<file path="config.mk">
export PLATFORM = sky130hd
export DESIGN_NAME = tgrr_mod
export DESIGN_NICKNAME = d
export VERILOG_FILES = /design/src/rtl/tgrr_pkg.sv /design/src/rtl/tgrr_mod.sv
export VERILOG_INCLUDE_DIRS = /design/src /design/src/rtl
export SDC_FILE = /design/constraint.sdc
export NUM_CORES = 1
export LEC_CHECK = 0
export BUFFER_PORTS_ARGS = -buffer_cell sky130_fd_sc_hd__buf_2
export CORE_ASPECT_RATIO = 1.2
export CORE_MARGIN = 1.5
export CORE_UTILIZATION = 56
export CTS_CLUSTER_SIZE = 30
export DETAILED_ROUTE_END_ITERATION = 8
export PLACE_DENSITY_LB_ADDON = 0.15
export SYNTH_ARGS = -nofsm -noshare
export SYNTH_HDL_FRONTEND = slang
export SYNTH_SLANG_ARGS = --single-unit
</file>
<file path="constraint.sdc">
create_clock -name aclk -period 5.21 [get_ports aclk]
set_input_delay 0.2605 -clock aclk [delete_from_list [all_inputs] [get_ports aclk]]
set_output_delay 0.2605 -clock aclk [all_outputs]
set_load 0.02 [all_outputs]
</file>
<file path="src/rtl/toroidal_grid_row_col_rotate_unit_defines.svh">
// Assertion macros shared by the grid rotate unit RTL.
`ifndef TOROIDAL_GRID_ROW_COL_ROTATE_UNIT_DEFINES_SVH
`define TOROIDAL_GRID_ROW_COL_ROTATE_UNIT_DEFINES_SVH

// Checks that the consequent holds in the same cycle as the antecedent.
`define TGRR_ASSERT_SAME(lbl, ante, cons, msg) \
    lbl: assert property (@(posedge aclk) disable iff (!aresetn) (ante) |-> (cons)) \
        else $error(msg);

// Checks that the consequent holds in the cycle after the antecedent.
`define TGRR_ASSERT_NEXT(lbl, ante, cons, msg) \
    lbl: assert property (@(posedge aclk) disable iff (!aresetn) (ante) |=> (cons)) \
        else $error(msg);

`endif

</file>
<file path="src/rtl/tgrr_pkg.sv">
// Types and constants shared by the grid rotate unit.
package tgrr_pkg;

    localparam int CFG_W     = 5;
    localparam int CFG_IDX_W = 1;
    localparam int IDX_W     = 4;
    localparam int CNT_W     = 8;
    localparam int WORD_W    = 32;
    localparam int STEP_W    = $clog2(CNT_W + 1);

    localparam logic [CFG_IDX_W-1:0] REG_ROWS = 1'b0;
    localparam logic [CFG_IDX_W-1:0] REG_COLS = 1'b1;

    localparam logic [CFG_W-1:0] DIM_RESET = CFG_W'(16);

    typedef enum logic [1:0] {
        OP_WRITE   = 2'd0,
        OP_READ    = 2'd1,
        OP_ROT_ROW = 2'd2,
        OP_ROT_COL = 2'd3
    } op_t;

    typedef enum logic [3:0] {
        S_CLEAR,
        S_IDLE,
        S_MOD1,
        S_MOD2,
        S_WRITE,
        S_RDISSUE,
        S_RDWAIT,
        S_LOAD,
        S_GAP,
        S_STORE,
        S_DRAIN,
        S_RESP
    } state_t;

    typedef struct packed {
        op_t              op;
        logic [IDX_W-1:0] row_index;
        logic [IDX_W-1:0] col_index;
        logic [CNT_W-1:0] shift_count;
        logic [WORD_W-1:0] cell_data;
    } s_item_t;

    typedef struct packed {
        logic [WORD_W-1:0] read_data;
        logic              done_res;
    } m_item_t;

    typedef struct packed {
        logic              start;
        logic [CNT_W-1:0]  dividend;
        logic [CFG_W-1:0]  divisor;
        logic [STEP_W-1:0] steps;
    } mod_req_t;

    typedef struct packed {
        logic             done;
        logic [CFG_W-1:0] rem;
    } mod_rsp_t;

endpackage

</file>
<file path="src/rtl/tgrr_mod.sv">
// Iterative restoring remainder unit, one dividend bit per cycle.
`include "toroidal_grid_row_col_rotate_unit_defines.svh"

module tgrr_mod import tgrr_pkg::*; (
    input  logic     aclk,
    input  logic     aresetn,
    input  mod_req_t req,
    output mod_rsp_t rsp
);

    logic              busy_reg, busy_next;
    logic              done_reg, done_next;
    logic [CFG_W-1:0]  rem_reg, rem_next;
    logic [CNT_W-1:0]  dvd_reg, dvd_next;
    logic [CFG_W-1:0]  dvs_reg, dvs_next;
    logic [STEP_W-1:0] left_reg, left_next;

    logic [CFG_W:0] shifted;
    logic [CFG_W:0] diff;

    always_comb begin
        shifted   = {rem_reg, dvd_reg[CNT_W-1]};
        diff      = shifted - {1'b0, dvs_reg};
        busy_next = busy_reg;
        done_next = 1'b0;
        rem_next  = rem_reg;
        dvd_next  = dvd_reg;
        dvs_next  = dvs_reg;
        left_next = left_reg;
        if (req.start) begin
            busy_next = 1'b1;
            rem_next  = '0;
            dvd_next  = req.dividend;
            dvs_next  = req.divisor;
            left_next = req.steps;
        end else if (busy_reg) begin
            rem_next  = (shifted >= {1'b0, dvs_reg}) ? diff[CFG_W-1:0] : shifted[CFG_W-1:0];
            dvd_next  = {dvd_reg[CNT_W-2:0], 1'b0};
            left_next = left_reg - STEP_W'(1);
            if (left_reg == STEP_W'(1)) begin
                busy_next = 1'b0;
                done_next = 1'b1;
            end
        end
    end

    always_ff @(posedge aclk) begin
        if (!aresetn) begin
            busy_reg <= 1'b0;
            done_reg <= 1'b0;
        end else begin
            busy_reg <= busy_next;
            done_reg <= done_next;
        end
        rem_reg  <= rem_next;
        dvd_reg  <= dvd_next;
        dvs_reg  <= dvs_next;
        left_reg <= left_next;
    end

    assign rsp.done = done_reg;
    assign rsp.rem  = rem_reg;

    `TGRR_ASSERT_SAME(a_busy_has_steps, busy_reg, left_reg != '0, "Busy with no steps left.")
    `TGRR_ASSERT_SAME(a_rem_below_divisor, busy_reg || done_reg, rem_reg < dvs_reg,
                      "Partial remainder reached the divisor.")
    `TGRR_ASSERT_NEXT(a_done_single_pulse, done_reg, !done_reg, "Done held for two cycles.")

endmodule

</file>
==> qor.yml <==
status:
  run_status: "finished clean"
clock_network:
  clkSlewWorstSetupHoldPaths_ns: 0.13
  number_of_buffers_added_by_the_clock_tree_synthesis_step: 3
  clk-insertion-delay-late_ns: 0.31
  clock-sinks: 24
  post_cts_buffers: 0
  tritoncts: "yes"
  cts_repair_resize_count: 0
  cts_max_level: 1
  root_cell_of_the_clock_tree: "sky130_fd_sc_hd__clkbuf_4"
  cts_max_path_buffers: 2
  cts_hold_repair.buffers: 0
layout:
  layout_common_cells: "sky130_fd_sc_hd__buf_2 (25), sky130_fd_sc_hd__edfxtp_1 (17), sky130_fd_sc_hd__inv_1 (9), sky130_fd_sc_hd__mux2_2 (8), sky130_fd_sc_hd__nand2_1 (8)"
  final_core_util_pct: 66.91
  syn_to_final_growth_pct: 13.51
  largest_register_ffs: 8
  post_layout_nonfiller_instances: 142
  post_route_cells_drive_above_1_share_pct: 32.79
  number_of_nets_in_the_layout: 151
  final_common_cell: "sky130_fd_sc_hd__buf_2"
  n_antenna_cell: 0
  stdcell_area_mm2: 0.001356
routing:
  drt-total-wl_um: 1823
  route.detailed.wl_per_inst_um: 12.84
  drt.antenna.violating_nets: 0
  post-route-drc-count: 0
  first_pass_drt_iterations: 4
  drt_iter0_markers: 6
  vias_after_detailed_routing: 777
  via_per_inst: 5.472
worst_hold_path:
  hold-path-endpoint: "dvs_reg[4]$_DFFE_PP_"
  hold_class: "input port to flop"
  hold_path_startpoint: "req[8]"
  hold_depth: 1
worst_setup_path:
  worstPathBufferInverterCount: 2
  crit_path_max_fanout: 7
  rr_endpoint: "rem_reg[1]$_SDFFE_PP0P_"
  crit_chain: "inv_1, ha_1, inv_1, fa_1, a21o_1, a221oi_4, mux2i_1, a211oi_2"
  r2r.worst_path.cells: 8
  critPathLaunchType: "flop"
  critical_path.reg2reg.startpoint: "dvd_reg[7]$_DFFE_PP_"
  worst_path_largest_cell_delay_ns: 0.44
  worstSetupPathType: "flop to flop"
  crit_path_dat_ns: 2.39
  setup.worst_path.end_class: "flop"
  worstPathRequired_ns: 5.40
  critical_path.top_delay_family: "compound AO/OA/AOI/OAI gates"
  timing.critical_path.slowest_stage_cell: "sky130_fd_sc_hd__a221oi_4"
  setup.reg_to_reg.worst_slack_ns: 3.01
  most_used_cell_cp: "sky130_fd_sc_hd__inv_1"
synth:
  synth_enable_flop_cells: 17
  postSynthNetCount: 124
  synth-main-ff-cell: "sky130_fd_sc_hd__edfxtp_1"
  synthCells: 96
  flip_flop_and_latch_count_after_synthesis: 24
  synth_area_per_cell_um2: 12.45
  yosysSeqAreaShare_pct: 54.45
  synthesis.area_mm2: 0.001195
  async_flop_share_pct: 0
  netlist-cell-type-count: 30
  yosys_warnings: 0
sta:
  worst_clock_skew_ns: 0.005661
  max-slew-margin-rel_pct: 68.18
  fmaxAchievable_mhz: 455.1
  post-route-min-period_ns: 2.197
  fin_worst_hold_slack_ns: 0.1136
  grt_setup_unrepaired: "no"
  finalCritPeriodShare_pct: 42.17
  timing.setup.tns_ns: 0
  timing_max_transition_violations_final: 0
  final_critical_path_setup_slack_ns: 3.013
  max_slew.worst_pin.slew_ns: 0.4764
  final_hold_viol_count: 0
  setup_viol: 0
global_routing:
  first_pass_grt_wire_length_um: 3146
  grt_remaining_overflow: 0
  number_of_global_route_vias_before_repair: 763
  pin_count_of_the_biggest_net_entering_global_routing: 25
  overall_routing_resource_usage_pct: 18.11
  antenna_found_initial: 0
placement:
  dp.final_hpwl_um: 1422
  dp_slack_ns: 3.033
  port-buffer-count: 25
  place_congestion: 0.8818
  dpl-instance-area_mm2: 0.001330
  cells_after_dpl: 138
floorplanning:
  core_mm2: 0.002027
  fp-row-count: 18
  floorplan.io_pins: 26
  initial_utilization_pct: 58.95
  die_h_um: 53.60
  die_area_mm2: 0.002421
  chipWidth_um: 45.17
pwr:
  fin_total_pwr_mw: 0.4029
  cellPowerDensity_mw_per_mm2: 297.1
  power.leakage_nw: 0.6097
  worst_ir_drop_vdd_mv: 0.2252
run:
  drv.max_cap_violation_count: 0
## routing by layer
layer | track usage [%] | share of wire [%] | up-vias
met1 | 20.13 | 42 | 358
li1 | - | - | 395
met2 | 32.86 | 53 | 20
met3 | 2.349 | 3.3 | 4
met4 | 9.804 | 1.5 | 0
met5 | 0 | 0 | -
## power breakdown
group | internal (mW) | switching, mW
sequential | 0.225 | 0.0103
clock | 0.0280 | 0.0531
combinational | 0.0416 | 0.0445
## cell type report
cell class                 instances  area, um2
inverter                           9      33.78
tap                               20      25.02
clock buffer                       3      22.52
timing repair buffer              25      125.1
clock inverter                     1      3.754
fill                             158      670.6
multi-input combinational         60      495.5
sequential                        24      650.6
## cell families (layout without fill, tap and decap cells)
kind of cell	Yosys count	in the layout	share of synthesized area [%]
xor+xnor	5	5	3.666
mux	10	10	9.215
fa+ha+maj	8	8	9.005
flops	24	24	54.45
simple gates	21	21	8.796
buf+inv	12	38	4.084
compound gates	16	16	10.79
## worst max path at each step
stage	from	end	slack, ns	cells past startpoint
2_1_floorplan	dvd_reg[7]$_DFFE_PP_	rem_reg[1]$_SDFFE_PP0P_	3.19	8
3_3_place_gp	dvd_reg[7]$_DFFE_PP_	rem_reg[1]$_SDFFE_PP0P_	3.09	8
3_5_place_dp	dvd_reg[7]$_DFFE_PP_	rem_reg[1]$_SDFFE_PP0P_	3.03	8
4_1_cts	dvd_reg[7]$_DFFE_PP_	rem_reg[1]$_SDFFE_PP0P_	3.01	8
5_1_grt	dvd_reg[7]$_DFFE_PP_	rem_reg[1]$_SDFFE_PP0P_	2.84	8
6_report	dvd_reg[7]$_DFFE_PP_	rem_reg[1]$_SDFFE_PP0P_	3.01	8
## synth_stat cells, drive strengths merged, types with 2 or more instances
cell type  number  area, um2
mux2            8      90.09
dfxtp           7      140.1
xnor2           2      17.52
a21oi           2      10.01
nand2           8      30.03
a32oi           2      17.52
edfxtp         17      510.5
mux2i           2      20.02
inv             9      33.78
nor2b           2      12.51
xor2            3      26.28
nor2            4      15.01
o21ai           5      25.02
clkbuf          2      7.510
ha              7      87.58
a21o            2      15.01
(Power assumes the default switching activity.)
