File: src/rtl/toroidal_grid_row_col_rotate_unit_defines.svh
// Assertion macros shared by the grid rotate unit RTL.
`ifndef TOROIDAL_GRID_ROW_COL_ROTATE_UNIT_DEFINES_SVH
`define TOROIDAL_GRID_ROW_COL_ROTATE_UNIT_DEFINES_SVH

// Checks that the consequent holds in the same cycle as the antecedent.
`define TGRR_ASSERT_SAME(lbl, ante, cons, msg) \
    lbl: assert property (@(posedge aclk) disable iff (!aresetn) (ante) |-> (cons)) \
        else $error(msg);

// Checks that the consequent holds in the cycle after the antecedent.
`define TGRR_ASSERT_NEXT(lbl, ante, cons, msg) \
    lbl: assert property (@(posedge aclk) disable iff (!aresetn) (ante) |=> (cons)) \
        else $error(msg);

`endif

File: src/rtl/tgrr_ram.sv
// Generic simple dual-port RAM with a registered read port.
module tgrr_ram #(
    parameter int WIDTH = 32,
    parameter int DEPTH = 16
) (
    input  logic                                 aclk,
    input  logic                                 we,
    input  logic [(DEPTH > 1 ? $clog2(DEPTH) : 1)-1:0] waddr,
    input  logic [WIDTH-1:0]                     wdata,
    input  logic [(DEPTH > 1 ? $clog2(DEPTH) : 1)-1:0] raddr,
    output logic [WIDTH-1:0]                     rdata
);

    logic [WIDTH-1:0] mem [DEPTH];
    logic [WIDTH-1:0] rd_data_reg;

    always_ff @(posedge aclk) begin
        if (we) begin
            mem[waddr] <= wdata;
        end
        rd_data_reg <= mem[raddr];
    end

    assign rdata = rd_data_reg;

endmodule

File: config.mk
export PLATFORM = sky130hd
export DESIGN_NAME = tgrr_ram
export DESIGN_NICKNAME = d
export VERILOG_FILES = /design/src/rtl/toroidal_grid_row_col_rotate_unit_defines.svh /design/src/rtl/tgrr_ram.sv
export SDC_FILE = /design/constraint.sdc
export NUM_CORES = 1
export LEC_CHECK = 0
export BUFFER_PORTS_ARGS = -buffer_cell sky130_fd_sc_hd__buf_4
export CAP_MARGIN = 25
export CORE_UTILIZATION = 60
export DETAILED_ROUTE_END_ITERATION = 12
export GPL_ROUTABILITY_DRIVEN = 0
export GPL_TIMING_DRIVEN = 0
export PLACE_DENSITY = 0.78
export SLEW_MARGIN = 20
export SYNTH_ARGS = -nofsm -noshare
export SYNTH_HDL_FRONTEND = slang
export SYNTH_SLANG_ARGS = --single-unit
File: constraint.sdc
create_clock -name aclk -period 4.5 [get_ports aclk]
set_input_delay 0.9 -clock aclk [delete_from_list [all_inputs] [get_ports aclk]]
set_output_delay 0.9 -clock aclk [all_outputs]
set_load 0.01 [all_outputs]
==> results.md, run 1 <==
* FF+latch count, synth at 544
* Footprint of the multi-input gates at 3726 sq um
* WHS at 0.6259 ns
* P_leak at 7.604 nW
* CTS sink cnt at 544
* Core area at 32,540 sq um
* Largest net degree at the start of global routing at 20
* Setup violators final at 0
* Slew @ Worst Pin at 0.9609 ns
* Area grow syn2layout at 17.58%
* Via/cell ratio at 6.424
* Global Route met3 Usage at 4.418%
* Resize count post-CTS at 0
* Syn Nets at 880
* Synth top area cells: edfxtp_1 77%, mux4_2 15%, dfxtp_1 3.2%
* Die Span Y at 183.9 microns
* Reg clk slew, reported paths at 0.06 ns
* Finished Core Util at 71.75%
* Sw frac at 20.33%
* DRT Pass-1 Iters at 5
* Most Used Layer, Global Route: met2
* CTS tree: done
* Post-Syn Area per Cell at 23.69 sq um
* Residual DRC at 0
* Setup Fix Bufs, Post-CTS at 0
* Share of the synthesized area in the top cell type at 77.44%
* Avg WL per Cell at 28.78 microns
* Synth unique cells at 18
* Period minus WS final at 2.370 ns
* Longest Clk Path Bufs at 3
* Seq/Total Area, Yosys at 80.67%
* Post-DP HPWL at 25.62 mm
* Cell row count at 66
* Combinational power share at 5.3%
* CTS Buf Count at 53
* Yosys top cell by area: edfxtp_1
* # IOs at 74
* Post-Syn Area at 19,850 sq um
* Initial core utilization at 61.02%
* Final Cycle Share at 52.67%
* Fin. Hold Viols at 0
* Syn. warnings at 0
* Fillers at 1,836
* Port Buffer Count at 71
* Power per standard cell area at 453.9 nW/um^2
* Initial antenna violation count at 0
* Share of layout cells above drive strength 1 at 33.97%
* RSZ-0062 raised after global routing: no
* Number of global-route vias before repair at 9,921
* Max-slew headroom at 35.94%
* CP Class: primary input to flip-flop
* 1st-iter DRT viols at 1,320
* Run status: completed
* Crit path max fanout at 8
* First-pass GRT wire length at 63.16 mm
* # diodes at 0
* Net Sw Power at 2.154 mW
* F_max at 421.9 MHz
* Peak VDD IR at 0.0003324 V
* GR Util met1 at 37.78%
* Tot Pwr at 10.60 mW
* Clock Skew at 0.01459 ns
* Required time of the critical path at 4.76 ns
* Worst setup EP type: flip-flop
* Die footprint at 33,820 sq um
* CTS Hold Buffers Added at 0
* CTS root buf: clkbuf_16
* GR Overflow Total at 0
* Synth Instances at 838
* Crit path DAT at 2.63 ns
* Max-slew violations at 0
* H-tree depth at 2
* Part of the power in registers at 53.8%
* Clk Latency, worst-skew pair at 0.56 ns
* Via count at 9,553
* GR Layer Usage met2 at 42.47%
* Post-route ant nets at 0
* Clock share of power at 40.9%
* Fin nets at 1,043
* Sequential cell area at 16,020 sq um
* CP Launch Type: primary input
* Die Span X at 183.9 microns
* Worst min path class: primary input to flip-flop
* Total track usage at 26.48%
* WL final at 42.79 mm
* MaxCap Viol Count at 0
* P_int at 8.441 mW
critical path, cell delays in order:
cell and delay (ns):
buf_4 0.12, nand3b_1 0.36, nor3_2 0.71, buf_4 0.30, buf_4 0.22
worst paths after layout:
kind / to / depth (start not counted) / startpoint / slack, ns
hold / removal: mem[9][25]$_DFFE_PP_ / 1 / wdata[25] / 0.63
setup reg to reg: rdata[20]$_DFF_P_ / 3 / mem[10][20]$_DFFE_PP_ / 3.09
hold reg to reg: rdata[26]$_DFF_P_ / 3 / mem[14][26]$_DFFE_PP_ / 0.67
setup / recovery: mem[4][0]$_DFFE_PP_ / 5 / waddr[3] / 2.13
metal layers:
layer / vias up / wire (microns)
li1: 3902 / -
met1: 4939 / 16420
met2: 617 / 21100
met3: 95 / 4127
met4: 0 / 1147
met5: - / 0
state kept, by name, summed over array words and instances, names as in the netlist:
signal	count
rdata	32
mem	512
cell usage in the layout, fill, tap and decap left out, types with 6 or more instances in the layout:
cell / synthesis / final
clkinv_2: 0 / 13
buf_12: 0 / 6
buf_1: 9 / 9
edfxtp_1: 512 / 512
clkbuf_1: 17 / 23
mux4_2: 128 / 128
dfxtp_1: 32 / 32
nand2_1: 33 / 33
clkinv_1: 0 / 8
a22oi_1: 64 / 64
nor2_4: 0 / 12
buf_4: 11 / 99
clkbuf_16: 0 / 55
clkbuf_8: 0 / 8
buf_16: 0 / 8
area by class of cell:
| type | count | area share [%] |
|---|---|---|
| timing repair buffer | 108 | 4.642 |
| multi-input combinational | 251 | 15.96 |
| clock buffer | 69 | 6.464 |
| tap | 442 | 2.369 |
| buffer | 43 | 0.9541 |
| sequential | 544 | 68.61 |
| clock inverter | 30 | 1.002 |
kinds of logic (layout without fill, tap and decap cells):
logic type,after synthesis,after routing,synth area share (%)
flip-flops,544,544,80.67
multiplexers,128,128,14.52
AO/OA/AOI/OAI,64,64,2.420
AND/OR/NAND/NOR,59,59,1.273
buffers and inverters,43,250,1.122
stage by stage:
step,TNS (ns),cells,setup WS [ns],area [sq um]
global placement,-299.42,1351,-2.157,20940
finish,0,1487,2.130,23340
floorplan,0,838,0.4204,19850
detailed placement,0,1388,1.551,21600
CTS,0,1487,2.140,23340
global route,0,1487,2.071,23340
power by group through the flow:
stage          clock (mW)  sequential [mW]  combinational (mW)
3_3_place_gp            0             5.80               0.521
3_5_place_dp            0             5.80               0.560
2_1_floorplan           0             5.81               0.272
6_report             4.34             5.70               0.563
5_1_grt              4.57             5.70               0.599
4_1_cts              4.38             5.70               0.566
synthesized netlist by cell type, drive strengths merged:
cell type  number
nor3            4
edfxtp        512
or3b            1
nand2b          2
clkbuf         17
nand2          33
mux4          128
and2            1
nand3           1
buf            26
dfxtp          32
a22oi          64
nand3b          2
nor2b           2
nor2           13
(Power assumes the default switching activity.)
==> inputs of run 2 (changes only) <==
--- a/config.mk
+++ b/config.mk
@@ -7,11 +7,11 @@
 export LEC_CHECK = 0
 export BUFFER_PORTS_ARGS = -buffer_cell sky130_fd_sc_hd__buf_4
 export CAP_MARGIN = 25
-export CORE_UTILIZATION = 60
+export CORE_UTILIZATION = 55
 export DETAILED_ROUTE_END_ITERATION = 12
 export GPL_ROUTABILITY_DRIVEN = 0
 export GPL_TIMING_DRIVEN = 0
-export PLACE_DENSITY = 0.78
+export PLACE_DENSITY = 0.75
 export SLEW_MARGIN = 20
 export SYNTH_ARGS = -nofsm -noshare
 export SYNTH_HDL_FRONTEND = slang
==> constraint.sdc (replaced) <==
create_clock -name aclk -period 2.1 [get_ports aclk]
set_input_delay 0.42 -clock aclk [delete_from_list [all_inputs] [get_ports aclk]]
set_output_delay 0.42 -clock aclk [all_outputs]
set_load 0.01 [all_outputs]
==> run 2 against run 1 <==
Against the previous run: worst setup slack got worse by 1.8 ns; cell area increased by 0.13%; via count decreased by 0.24%; clock-buffer cell count increased by 4; clock power increased by 120%; clock skew decreased by 0.0041 ns; highest routed layer is now met5.
==> results.md, run 2 (synthesized netlist as in run 1, its figures left out) <==
* Clock Skew at 0.01048 ns (-0.004113 ns)
* Peak VDD IR at 0.0007860 V (+140%)
* Setup TNS at 0 ns (unchanged)
* Residual DRC at 0 (unchanged)
* MaxCap Viol Count at 0 (unchanged)
* Fin. Hold Viols at 0 (unchanged)
* Die Span Y at 192.0 microns (+4.4%)
* DRT Pass-1 Iters at 5 (unchanged)
* Final Cycle Share at 82.95%
* P_int at 18.11 mW (+110%)
* Number of global-route vias before repair at 9,714 (-2.1%)
* Reg clk slew, reported paths at 0.06 ns (about the same)
* CTS tree: done
* Tot Pwr at 22.78 mW (+120%)
* Largest net degree at the start of global routing at 19 (-5.0%)
* Power per standard cell area at 974.6 nW/um^2 (+110%)
* Post-Place Cells at 1,397 (+0.65%)
* Avg WL per Cell at 29.16 microns (+1.3%)
* Slew @ Worst Pin at 0.9118 ns (-0.04913 ns)
* Post-DP HPWL at 26.45 mm (+3.2%)
* Finished Core Util at 65.71% (-6.0 points)
* Setup violators final at 0 (unchanged)
* Longest Clk Path Bufs at 3 (unchanged)
* Setup WS pre-CTS at -0.2138 ns (-1.765 ns)
* Period minus WS final at 1.742 ns
* Total track usage at 24.57% (-1.9 points)
* Clk Latency, worst-skew pair at 0.59 ns (+0.03 ns)
* Clock share of power at 41.1% (+0.2 points)
* Most frequent cells in the layout: 512 x edfxtp_1, 128 x mux4_2, 82 x buf_4, 64 x a22oi_1, 53 x clkbuf_16
* Max reg flops at 512 (unchanged)
* Crit path max fanout at 13 (+5)
* First-pass GRT wire length at 63.17 mm (about the same)
* CP Class: primary input to flip-flop
* Cell row count at 69 (+4.5%)
* WHS at 0.1241 ns (-0.5019 ns)
* P_leak at 7.572 nW (-0.42%)
* Part of the power in registers at 53.6% (-0.2 points)
* Worst setup EP type: flip-flop
* CTS Buf Count at 52 (-1.9%)
* Port Buffer Count at 71 (unchanged)
* Leading cell type in the layout, fill and taps excluded: edfxtp_1
* Max-slew violations at 0 (unchanged)
* Net Sw Power at 4.667 mW (+120%)
* CP Launch Type: primary input
* F_max at 574.1 MHz
* Die footprint at 36,860 sq um (+9.0%)
* Via count at 9,530 (-0.24%)
* Combinational power share at 5.3% (about the same)
* Post-Place Cell Area at 21,660 sq um (+0.27%)
* Die Span X at 192.0 microns (+4.4%)
* Final instance area at 23,370 sq um (+0.13%)
* WL final at 43.59 mm (+1.9%)
* RSZ-0062 raised after global routing: no
* Area grow syn2layout at 17.73%
* Crit path DAT at 2.02 ns (-0.61 ns)
* Via/cell ratio at 6.375 (-0.77%)
* # IOs at 74 (unchanged)
* Setup Fix Bufs, Post-CTS at 0 (unchanged)
* GR Overflow Total at 0 (unchanged)
* Core area at 35,570 sq um (+9.3%)
* Initial core utilization at 55.82% (-5.2 points)
* CTS sink cnt at 544 (unchanged)
* Max-slew headroom at 39.21% (+3.3 points)
* CTS Hold Buffers Added at 0 (unchanged)
* 1st-iter DRT viols at 1,073 (-19%)
* Reg with most FFs: mem
* Fin cells at 1,495 (+0.54%)
* Sw frac at 20.49% (+0.16 points)
* H-tree depth at 2 (unchanged)
* Worst min path class: primary input to flip-flop
* Run status: completed
* Share of layout cells above drive strength 1 at 32.91% (-1.1 points)
* CTS root buf: clkbuf_16
* Fin nets at 1,032 (-1.1%)
* Initial antenna violation count at 3 (+3)
* Post-route ant nets at 0 (unchanged)
* Final WS setup at 0.3580 ns (-1.772 ns)
* Required time of the critical path at 2.38 ns (-2.38 ns)
* Resize count post-CTS at 0 (unchanged)
## run 2: power by group through the flow
| stage | Combinational [mW] | Clock [mW] | Sequential [mW] |
|---|---|---|---|
| floorplan | 0.586 | 0 | 12.5 |
| detailed placement | 1.22 | 0 | 12.4 |
| global placement | 1.13 | 0 | 12.4 |
| global route | 1.29 | 9.83 | 12.2 |
| CTS | 1.23 | 9.45 | 12.2 |
| finish | 1.22 | 9.36 | 12.2 |
## run 2: path summary, 6_finish.rpt
| check | startpoint | end | slack [ns] | cells after the start |
|---|---|---|---|---|
| setup / recovery | we | mem[15][22]$_DFFE_PP_ | 0.36 | 5 |
| hold / removal | wdata[14] | mem[8][14]$_DFFE_PP_ | 0.12 | 1 |
| setup reg to reg | mem[10][24]$_DFFE_PP_ | rdata[24]$_DFF_P_ | 0.71 | 3 |
| hold reg to reg | mem[13][13]$_DFFE_PP_ | rdata[13]$_DFF_P_ | 0.67 | 3 |
## run 2: layout make-up
type | instances | area [sq um]
multi-input combinational | 251 | 3754
clock buffer | 73 | 1451
tap | 461 | 576.8
fill | 2213 | 12200
clock inverter | 24 | 260.3
buffer | 43 | 222.7
sequential | 544 | 16020
antenna | 1 | 2.502
timing repair buffer | 98 | 1091
## run 2: critical path, stage by stage
cell	delay, ns
buf_4	0.12
nand3_1	0.36
nor2_4	0.68
buf_16	0.24
buf_8	0.19
## run 2: layer usage
layer	part of all wire, %	up-vias	global-route usage [%]	wire length [microns]
li1	-	3890	-	-
met1	39	5016	33.97	16860
met2	49	525	39.45	21370
met3	9.4	95	5.098	4083
met4	2.9	4	8.359	1246
met5	0.055	-	0	24
